File: src/xsfb_pkg.sv
// Shared types and constants for the XOR sprite framebuffer.
package xsfb_pkg;

	localparam int FRAME_WIDTH_DEF  = 64;
	localparam int FRAME_HEIGHT_DEF = 32;

	localparam int OP_W     = 2;
	localparam int COORD_W  = 8;
	localparam int COORD_N  = 2 ** COORD_W;
	localparam int OFFSET_W = 4;
	localparam int SPRITE_W = 8;
	localparam int PIXELS_W = 64;

	typedef enum logic [OP_W-1:0] {
		OP_CLEAR = 2'd0,
		OP_DRAW  = 2'd1,
		OP_READ  = 2'd2
	} op_t;

endpackage

File: src/xsfb_ram.sv
// Generic single-write, single-read RAM with registered read data.
module xsfb_ram #(
	parameter int WIDTH = 64,
	parameter int DEPTH = 32
) (
	input  logic                     clk,
	input  logic                     we,
	input  logic [$clog2(DEPTH)-1:0] waddr,
	input  logic [WIDTH-1:0]         wdata,
	input  logic                     re,
	input  logic [$clog2(DEPTH)-1:0] raddr,
	output logic [WIDTH-1:0]         rdata
);

	logic [WIDTH-1:0] mem [DEPTH];
	logic [WIDTH-1:0] rdata_q;

	// Write port
	always_ff @(posedge clk) begin
		if (we) begin
			mem[waddr] <= wdata;
		end
	end

	// Read port, hold data when not enabled
	always_ff @(posedge clk) begin
		if (re) begin
			rdata_q <= mem[raddr];
		end
	end

	assign rdata = rdata_q;

endmodule

File: src/xsfb_addr.sv
// Row address and toggle mask generation with modulo wrap of both coordinates.
module xsfb_addr import xsfb_pkg::*; #(
	parameter int FRAME_WIDTH  = FRAME_WIDTH_DEF,
	parameter int FRAME_HEIGHT = FRAME_HEIGHT_DEF
) (
	input  op_t                             operation,
	input  logic [COORD_W-1:0]              column,
	input  logic [COORD_W-1:0]              base_row,
	input  logic [OFFSET_W-1:0]             row_offset,
	input  logic [SPRITE_W-1:0]             sprite_bits,
	output logic [$clog2(FRAME_HEIGHT)-1:0] row,
	output logic [FRAME_WIDTH-1:0]          mask
);

	localparam int ROW_W = $clog2(FRAME_HEIGHT);
	localparam int COL_W = $clog2(FRAME_WIDTH);
	localparam int SUM_W = ROW_W + 2;
	localparam int POS_W = COL_W + 1;

	logic [ROW_W-1:0] row_tbl [COORD_N];
	logic [COL_W-1:0] col_tbl [COORD_N];

	// Build constant modulo tables for the 8-bit coordinates
	for (genvar i = 0; i < COORD_N; i++) begin : g_tbl
		assign row_tbl[i] = ROW_W'(i % FRAME_HEIGHT);
		assign col_tbl[i] = COL_W'(i % FRAME_WIDTH);
	end

	logic [ROW_W-1:0] base_mod;
	logic [SUM_W-1:0] off_w;
	logic [SUM_W-1:0] off_mod;
	logic [SUM_W-1:0] row_sum;
	logic [SUM_W-1:0] row_wrap;

	// Base row wraps by table, offset and sum by one compare-subtract each
	always_comb begin
		base_mod = row_tbl[base_row];
		off_w    = SUM_W'(row_offset);
		off_mod  = (off_w >= SUM_W'(FRAME_HEIGHT)) ? off_w - SUM_W'(FRAME_HEIGHT) : off_w;
		row_sum  = SUM_W'(base_mod) + off_mod;
		row_wrap = (row_sum >= SUM_W'(FRAME_HEIGHT)) ? row_sum - SUM_W'(FRAME_HEIGHT)
			: row_sum;
		if (operation == OP_READ) begin
			row = base_mod;
		end else begin
			row = ROW_W'(row_wrap);
		end
	end

	logic [COL_W-1:0] col_mod;
	logic [POS_W-1:0] pos;

	// Place each set sprite pixel at its wrapped column; leftmost is the MSB
	always_comb begin
		col_mod = col_tbl[column];
		mask    = '0;
		pos     = '0;
		for (int px = 0; px < SPRITE_W; px++) begin
			pos = POS_W'(col_mod) + POS_W'(px);
			if (pos >= POS_W'(FRAME_WIDTH)) begin
				pos = pos - POS_W'(FRAME_WIDTH);
			end
			if (sprite_bits[SPRITE_W-1-px]) begin
				mask[pos[COL_W-1:0]] = 1'b1;
			end
		end
	end

endmodule

File: src/xor_sprite_framebuffer.sv
// Top level of the XOR sprite framebuffer: row memory, read-modify-write stage, result register.
//
// One word in on the input channel (in_valid / in_stall) gives one word out on the
// output channel (out_valid / out_stall). operation selects clear, draw one sprite
// row, or read one frame row. A draw XORs eight sprite pixels into the wrapped row
// and reports the collision flag accumulated over the sprite; the flag clears after
// a draw marked last_row. A read returns the row with bit 0 as the leftmost pixel.
// An accepted word passes through the stage 1 register, then the result register.
// Throughput: one word per cycle while out_stall is low. Each word reads its row
// from the frame memory at acceptance and writes it back as it leaves stage 1; a
// word that hits the row being written back takes the new contents by forwarding,
// so back-to-back draws on one row need no wait.
// Reset: the frame reads as all pixels off through per-row valid bits, no clearing
// pass; the collision flag is zero. A clear word drops all row valid bits at once.
// When out_stall holds a result, the stage behind it holds at most one more word;
// once that stage is full, in_stall rises until the result is taken.
module xor_sprite_framebuffer import xsfb_pkg::*; #(
	parameter int FRAME_WIDTH  = FRAME_WIDTH_DEF,
	parameter int FRAME_HEIGHT = FRAME_HEIGHT_DEF
) (
	input  logic                 clk,
	input  logic                 arst_n,
	input  logic                 in_valid,
	output logic                 in_stall,
	input  logic [OP_W-1:0]      operation,
	input  logic [COORD_W-1:0]   column,
	input  logic [COORD_W-1:0]   base_row,
	input  logic [OFFSET_W-1:0]  row_offset,
	input  logic [SPRITE_W-1:0]  sprite_bits,
	input  logic                 last_row,
	output logic                 out_valid,
	input  logic                 out_stall,
	output logic                 collision,
	output logic [PIXELS_W-1:0]  row_pixels
);

	localparam int ROW_W = $clog2(FRAME_HEIGHT);

	logic adv_out;
	logic s1_take;
	logic accept;
	logic retire;

	logic                   v_s1;
	op_t                    op_s1;
	logic [ROW_W-1:0]       row_s1;
	logic [FRAME_WIDTH-1:0] mask_s1;
	logic                   last_s1;
	logic                   fwd_s1;
	logic                   vld_s1;
	logic [FRAME_WIDTH-1:0] fwd_line_s1;

	logic                    out_valid_q;
	logic                    collision_q;
	logic [PIXELS_W-1:0]     row_pixels_q;
	logic                    coll_q;
	logic [FRAME_HEIGHT-1:0] row_vld_q;

	logic [ROW_W-1:0]       row_a;
	logic [FRAME_WIDTH-1:0] mask_a;
	logic [FRAME_WIDTH-1:0] ram_rdata;
	logic [FRAME_WIDTH-1:0] line_cur;
	logic [FRAME_WIDTH-1:0] line_new;
	logic                   hit;
	logic                   flag;
	logic                   fwd_d;
	logic                   vld_d;
	logic                   collision_d;
	logic [PIXELS_W-1:0]    row_pixels_d;

	// Handshake: stage 1 retires when the result register is free or being taken
	assign adv_out  = !out_valid_q || !out_stall;
	assign s1_take  = !v_s1 || adv_out;
	assign in_stall = !s1_take;
	assign accept   = in_valid && s1_take;
	assign retire   = v_s1 && adv_out;

	xsfb_addr #(
		.FRAME_WIDTH (FRAME_WIDTH),
		.FRAME_HEIGHT(FRAME_HEIGHT)
	) u_addr (
		.operation  (op_t'(operation)),
		.column     (column),
		.base_row   (base_row),
		.row_offset (row_offset),
		.sprite_bits(sprite_bits),
		.row        (row_a),
		.mask       (mask_a)
	);

	xsfb_ram #(
		.WIDTH(FRAME_WIDTH),
		.DEPTH(FRAME_HEIGHT)
	) u_frame (
		.clk  (clk),
		.we   (retire && (op_s1 == OP_DRAW)),
		.waddr(row_s1),
		.wdata(line_new),
		.re   (accept),
		.raddr(row_a),
		.rdata(ram_rdata)
	);

	// Select the row source: forwarded write, memory, or cleared
	always_comb begin
		fwd_d = 1'b0;
		vld_d = row_vld_q[row_a];
		if (retire && (op_s1 == OP_CLEAR)) begin
			vld_d = 1'b0;
		end else if (retire && (op_s1 == OP_DRAW) && (row_s1 == row_a)) begin
			fwd_d = 1'b1;
		end
	end

	// Modify the row in stage 1
	always_comb begin
		if (fwd_s1) begin
			line_cur = fwd_line_s1;
		end else if (vld_s1) begin
			line_cur = ram_rdata;
		end else begin
			line_cur = '0;
		end
		line_new = line_cur ^ mask_s1;
		hit      = |(line_cur & mask_s1);
		flag     = coll_q || hit;
	end

	// Form the result word
	always_comb begin
		collision_d  = 1'b0;
		row_pixels_d = '0;
		case (op_s1)
			OP_DRAW: begin
				collision_d = flag;
			end
			OP_READ: begin
				row_pixels_d = PIXELS_W'(line_cur);
			end
			default: begin
				collision_d  = 1'b0;
				row_pixels_d = '0;
			end
		endcase
	end

	// Stage 1 control
	always_ff @(posedge clk or negedge arst_n) begin
		if (!arst_n) begin
			v_s1 <= 1'b0;
		end else if (s1_take) begin
			v_s1 <= in_valid;
		end
	end

	// Stage 1 payload, capture on accept
	always_ff @(posedge clk) begin
		if (accept) begin
			op_s1       <= op_t'(operation);
			row_s1      <= row_a;
			mask_s1     <= mask_a;
			last_s1     <= last_row;
			fwd_s1      <= fwd_d;
			vld_s1      <= vld_d;
			fwd_line_s1 <= line_new;
		end
	end

	// Frame row valid bits and collision accumulator
	always_ff @(posedge clk or negedge arst_n) begin
		if (!arst_n) begin
			row_vld_q <= '0;
			coll_q    <= 1'b0;
		end else if (retire) begin
			case (op_s1)
				OP_CLEAR: begin
					row_vld_q <= '0;
				end
				OP_DRAW: begin
					row_vld_q[row_s1] <= 1'b1;
					coll_q            <= last_s1 ? 1'b0 : flag;
				end
				default: begin
					coll_q <= coll_q;
				end
			endcase
		end
	end

	// Result register control
	always_ff @(posedge clk or negedge arst_n) begin
		if (!arst_n) begin
			out_valid_q <= 1'b0;
		end else if (adv_out) begin
			out_valid_q <= v_s1;
		end
	end

	// Result register payload, hold while stalled
	always_ff @(posedge clk) begin
		if (retire) begin
			collision_q  <= collision_d;
			row_pixels_q <= row_pixels_d;
		end
	end

	assign out_valid  = out_valid_q;
	assign collision  = collision_q;
	assign row_pixels = row_pixels_q;

endmodule

File: config.mk
export PLATFORM = sky130hd
export DESIGN_NAME = xor_sprite_framebuffer
export DESIGN_NICKNAME = d
export VERILOG_FILES = /design/src/xsfb_pkg.sv /design/src/xsfb_ram.sv /design/src/xsfb_addr.sv /design/src/xor_sprite_framebuffer.sv
export SDC_FILE = /design/constraint.sdc
export NUM_CORES = 2
export LEC_CHECK = 0
export BUFFER_PORTS_ARGS = -buffer_cell sky130_fd_sc_hd__buf_2
export CORE_MARGIN = 8
export CORE_UTILIZATION = 35
export DETAILED_ROUTE_END_ITERATION = 7
export GPL_TIMING_DRIVEN = 0
export PLACE_DENSITY_LB_ADDON = 0.05
export RECOVER_POWER = 100
export SLEW_MARGIN = 20
export SYNTH_ARGS = -nofsm -noshare
export SYNTH_HDL_FRONTEND = slang
export SYNTH_SLANG_ARGS = --single-unit
File: constraint.sdc
create_clock -name clk -period 7.9 [get_ports clk]
set_input_delay 0.395 -clock clk [delete_from_list [all_inputs] [get_ports clk]]
set_output_delay 0.395 -clock clk [all_outputs]
set_load 0.1 [all_outputs]
# == Word-level counts from Yosys, hierarchy flattened ==
# Memories as Yosys holds them, arrays and structs flattened. A register that Yosys moved wholly into a read port is not among the register bits.
# Cells that the tools add are included.
# word_totals
in_bits,35
wordCells,154
mem_bits_rw,2048
reg_bits,238
mem_bits_ro,2816
mem_count,3
# classes
eq_ne,4
magnitude_cmp,30
reduce_logical,26
n_addsub,17
n_bitwise,12
muxes,49
# mem_list
memory,words,word_bits,rd,rd_clocked_by_memory_dff,write_ports,line_no,source
u_frame.mem,32,64,1,1,1,xsfb_ram.sv:15,logic [WIDTH-1:0] mem [DEPTH];
(name not given),256,6,1,0,0,xsfb_addr.sv:55,col_mod = col_tbl[column];
(name not given),256,5,1,0,0,xsfb_addr.sv:37,base_mod = row_tbl[base_row];
# ops
operator,n
64-bit two-way mux,10
64-bit OR,7
64-bit bitwise AND,1
32-bit one-hot mux with 2 select lines,1
64-bit OR reduction,1
64-bit bitwise XOR,1
6-bit two-way mux,10
"6-bit by 7-bit < comparator with 1-bit output, second input constant",8
"7-bit greater-or-equal comparator, second input constant",7
1-bit demux with 6-bit select,8
"6-bit by 1-bit greater-or-equal comparator with 1-bit output, second input constant",8
"6-bit by 1-bit subtractor with 6-bit output, second input constant",8
32-bit OR,1
"6-bit by 3-bit adder with 7-bit output, second input constant",4
5-bit two-way mux,4
"9-bit greater-or-equal comparator, second input constant",2
8-bit inverter with 9-bit output,2
"6-bit by 2-bit adder with 7-bit output, second input constant",2
1-bit logical AND,14
1-bit two-way mux,14
"5-bit by 6-bit < comparator with 1-bit output, second input constant",2
"6-bit by 1-bit adder with 7-bit output, second input constant",1
"6-bit by 7-bit greater-or-equal comparator with 1-bit output, second input constant",1
5-bit by 4-bit adder with 6-bit output,1
other kinds (13),20

# == Longest topological paths before layout ==
# depth
ltp_word,25
depth_mapped,14
depth_no_buf,10

# == Modules after synthesis ==
# From an unflattened synthesis, not the netlist that was laid out.
# unflattened
hier_cells,4564
hier_area_um2,94788.4
# modules_own_cells
module,cells_each,n_inst,area_each_um2
xsfb_ram,3097,1,79605.1
xor_sprite_framebuffer,609,1,9835.7
xsfb_addr,858,1,5347.6

# == Least setup slack after synthesis ==
# No wires, ideal clock.
# synth_path
kind,flip-flop to flip-flop
from,"register out_valid_q, in the netlist out_valid"
to,register fwd_line_s1[0] (enable)
t_arrival_ps,5627
path_slack_ps,1685
setup_time_ps,588
path_buffers,0
path_stages_with_launch,3
synth_period_minus_slack_ps,6215
path_cell_list,dfrtp_1 > nand3_1 > and2_1
# synth_between
elab_chain_cells,4
# synth_lines
element,line_no,source
"start, declared",xor_sprite_framebuffer.sv:53,logic out_valid_q;
"start signal, assigned",xor_sprite_framebuffer.sv:195,out_valid_q <= v_s1;
1-bit zero test,xor_sprite_framebuffer.sv:72,assign adv_out = !out_valid_q || !out_stall;
1-bit logical OR,xor_sprite_framebuffer.sv:72,
1-bit logical OR,xor_sprite_framebuffer.sv:73,assign s1_take = !v_s1 || adv_out;
1-bit logical AND,xor_sprite_framebuffer.sv:75,assign accept = in_valid && s1_take;
named net accept,xor_sprite_framebuffer.sv:41,logic accept;
"end signal, assigned",xor_sprite_framebuffer.sv:165,fwd_line_s1 <= line_new;
"end, declared",xor_sprite_framebuffer.sv:51,logic [FRAME_WIDTH-1:0] fwd_line_s1;
# The timed path passes the listed nets, and every way through them passes these cells.
# A chain may end at the register's enable or synchronous reset.

# == Worst setup path in the final report ==
# layout_path
from,input base_row[0]
to,"register u_frame.rdata_q[48], in the netlist u_frame.rdata[48] (read register of u_frame.mem) (data pin)"
# layout_between
elab_chain_cells,8
elab_cells_between_ends,9
cone_classes,add/sub: 2; order compare: 1; mux: 4; bitwise: 1; memory: 1
# layout_lines
element,line_no,source
"start, declared",xor_sprite_framebuffer.sv:27,"input logic [COORD_W-1:0] base_row,"
8-bit inverter with 9-bit output (not written as such) *,xsfb_addr.sv:37,
memory read 256 x 5 bit *,n/a,
5-bit two-way mux (not written as such) * (2 in a row),xsfb_addr.sv:37,
5-bit by 4-bit adder with 6-bit output,xsfb_addr.sv:40,row_sum = SUM_W'(base_mod) + off_mod;
5-bit by 1-bit subtractor with 5-bit output or 6-bit greater-or-equal comparator (tied branches),xsfb_addr.sv:41,row_wrap = (row_sum >= SUM_W'(FRAME_HEIGHT)) ? row_sum - SUM_W'(FRAME_HEIGHT)
5-bit two-way mux,xsfb_addr.sv:41,
5-bit two-way mux *,xsfb_addr.sv:43,if (operation == OP_READ) begin
named net row_a[4],xor_sprite_framebuffer.sv:59,logic [ROW_W-1:0] row_a;
"end, declared",xsfb_ram.sv:16,logic [WIDTH-1:0] rdata_q;
# Mark *: on every way through the listed nets, which the timed path passes. The rest lies on a longest branch. The select of a mux whose other input is x is not followed.

==> flow_summary_export.csv <==
group,metric,value,unit
die,die-area,292000,µm²
die,initial_core_util,35.2,%
logic_synthesis,yosysTopAreaCell,"edfxtp_1",
clocking,htreeDepth,5,
routing,routed_wl,370000,µm
cells_and_area,nFillCells,25300,
logic_synthesis,yosysMostFrequentCell,"edfxtp_1",
cells_and_area,syn_to_final_growth,14.7,%
clocking,cts_tree,"built",
worst_setup_path,crit_required,8.35,ns
sta,fin_skew,0.0610,ns
global_routing,grt_antenna_before_repair,34,
sta,slew_viol_final,800,
pwr,p_leak,36.6,nW
logic_synthesis,ys_warn_count,0,
worst_setup_path,path_max_fanout,10,
placement,dp_slack,1.85,ns
worst_setup_path,cp-end-kind,"flop",
placement,gp_congestion,0.934,
logic_synthesis,syn_inst,5922,
sta,hold_viol,0,
sta,setup_tns,0,ns
placement,dp_cells,9773,
logic_synthesis,synth.area.top_cells,"edfxtp_1 72%, mux4_2 5.2%, nand2_1 3.5%",
die,coreArea,274000,µm²
routing,wl_per_cell,36.0,µm
worst_setup_path,reg2regPathDepth,8,
die,pin_count,102,
pwr,power_density,291,nW/µm²
routing,via_count,58100,
sta,tightestPinTransition,3.19,ns
global_routing,grt_max_degree,50,
logic_synthesis,synth.cells.most_frequent,"2,315 x edfxtp_1, 888 x nand2_1, 332 x mux2i_1",
logic_synthesis,ys.flop_type,"edfxtp_1",
logic_synthesis,synth-edff-count,2315,
worst_setup_path,crit_arrival,7.11,ns
global_routing,grt_pass1_vias,56300,
sta,setup_slack,1.24,ns
min_path,worstHoldPathCells,2,
sta,fmax,150,MHz
worst_setup_path,critPathLaunchType,"input pin",
cells_and_area,fin_util,40.3,%
clocking,cts-root-buf,"clkbuf_16",
min_path,hp-class,"in -> reg",
logic_synthesis,synth_nets,6030,
sta,rsz0062_at_grt,"no",
logic_synthesis,postSynthAreaPerCell,16.3,µm²
routing,drc,0,
logic_synthesis,synth_area,96300,µm²
global_routing,grt_busiest_layer,"met2",
logic_synthesis,ys_seq_elements,2350,
clocking,post-cts-setup-buffers,0,
routing,antenna_left,0,
global_routing,gr-total-overflow,0,
global_routing,use_met1,36.2,%
global_routing,met2_usage,38.0,%
sta,setup_viol,0,
clocking,clkTransAtPathRegs,0.06,ns
placement,numPortBuffers,95,
flow_run,max_cap_violations,48,
routing,drt_iter0_drc,6498,
outcome,status,"finished with violations",
clocking,clockBufferDepth,4,
clocking,clock_sinks,2350,
logic_synthesis,yosysTopAreaCellShare,72.2,%
cells_and_area,nNetsFinal,6575,
sta,relSlewSlack,-113,%
cells_and_area,drive_gt1_share,12.8,%
die,row_count,192,
clocking,clk_latency,0.90,ns
routing,drt_first_pass_iters,8,
cells_and_area,stdcell_count,10300,
routing,viasPerCell,5.66,
logic_synthesis,synth_seq_area_share,73.1,%
worst_setup_path,worstSetupPathType,"in -> reg",
global_routing,grt_pass1_wl,498000,µm
sta,post-route-min-period,6.66,ns
global_routing,grt_util_all_layers,24.5,%
clocking,numCtsBuffers,274,
logic_synthesis,synth_cell_types,69,
die,die_x,540,µm
outcome,violations,"capacitance limit, slew limit",
placement,detailed_place_hpwl,269000,µm
sta,post-route-period-util,84.2,%
die,fp.dieH,540,µm
global_routing,use_met3,3.39,%
logic_synthesis,ys_async_sr_fraction,1.49,%
pwr,peakVddDrop,0.164,mV
## critical path: stages
cell      delay (ns)
clkbuf_1        0.11
ha_1            0.24
fa_1            0.43
a211oi_1        0.30
nor3_2          0.08
xnor2_1         1.87
inv_1           0.91
clkbuf_1        0.55
clkbuf_1        0.44
clkbuf_1        0.80
nand2_1         0.45
o221ai_1        0.45
## stage by stage
stage / power [mW] / hold slack [ns] / area, µm²
floorplan: 17.9 / 0.0994 / 96300
global placement: 20.3 / 0.473 / 101000
detailed placement: 20.4 / 0.479 / 105000
CTS: 32.5 / 0.148 / 114000
global route: 33.1 / 0.281 / 110000
finish: 32.1 / 0.287 / 110000
## layout make-up
type	count	area, µm²	area share [%]
Antenna cell	12	30.0	0.0272
Timing Repair Buffer	269	1390	1.26
Buffer	363	2050	1.86
Inverter	45	171	0.155
Clock buffer	359	7350	6.66
Clock inverter	114	1020	0.927
Multi-Input combinational cell	3164	23500	21.3
Tap cell	3589	4490	4.07
Sequential cell	2350	70400	63.8
## where the power goes
group / internal (mW) / switching, mW
combinational: 1.37 / 3.89
sequential: 14.6 / 0.0940
clock: 6.97 / 5.15
## per-layer routing
| layer | wire length (µm) | up-vias | part of all wire, % |
|---|---|---|---|
| met1 | 167000 | 30800 | 45 |
| met5 | 34 | - | 0.0092 |
| li1 | - | 24500 | - |
| met3 | 24500 | 515 | 6.6 |
| met4 | 13100 | 4 | 3.5 |
| met2 | 165000 | 2279 | 45 |
## worst paths after layout
check                                          startpoint                            end  slack [ns]
max in group asynchronous                          arst_n       row_vld_q[5]$_DFFE_PN0P_        5.76
worst max register to register         op_s1[1]$_DFFE_PP_  u_frame.mem[18][44]$_DFFE_PP_        1.59
min in group asynchronous                          arst_n               v_s1$_DFFE_PN0N_        0.75
worst min-delay path                             last_row              last_s1$_DFFE_PP_        0.29
worst min register to register  row_vld_q[13]$_DFFE_PN0P_      row_vld_q[13]$_DFFE_PN0P_        0.49
worst max-delay path                          base_row[0]    u_frame.rdata[48]$_DFFE_PP_        1.24
## layout by cell type (no fill, tap or decap), types with 35 or more instances in the layout
master	count
a211oi_1	134
a21oi_1	85
a221oi_1	113
a22o_1	115
a311oi_1	109
a31oi_1	98
and2_1	86
buf_2	107
buf_4	42
buf_6	51
clkbuf_1	449
clkbuf_16	281
clkinv_1	48
dfrtp_1	35
edfxtp_1	2315
ha_1	72
inv_1	41
mux2i_1	332
mux4_2	223
nand2_1	888
nand3_1	297
nor2_1	144
nor2b_1	86
o21a_1	37
o22ai_1	95
## cells by family after synthesis
family	synth area share, %
buffers and inverters	2.30
XOR/XNOR	0.290
AO/OA/AOI/OAI	7.17
adder cells (fa/ha/maj)	0.957
multiplexers	8.77
AND/OR/NAND/NOR	7.39
flip-flops	73.1
## state kept, by name (all words and copies together), names as in the netlist, 2 cells and up
signal,flops
row_s1,5
row_vld_q,32
row_pixels,64
op_s1,2
u_frame.rdata,64
u_frame.mem,2048
fwd_line_s1,64
mask_s1,64
## what timing repair did
action,CTS,global route
resized for setup,0,0
hold endpoints to repair,40,0
hold buffers,7,0
No activity file was read; power rests on OpenSTA's default activity.
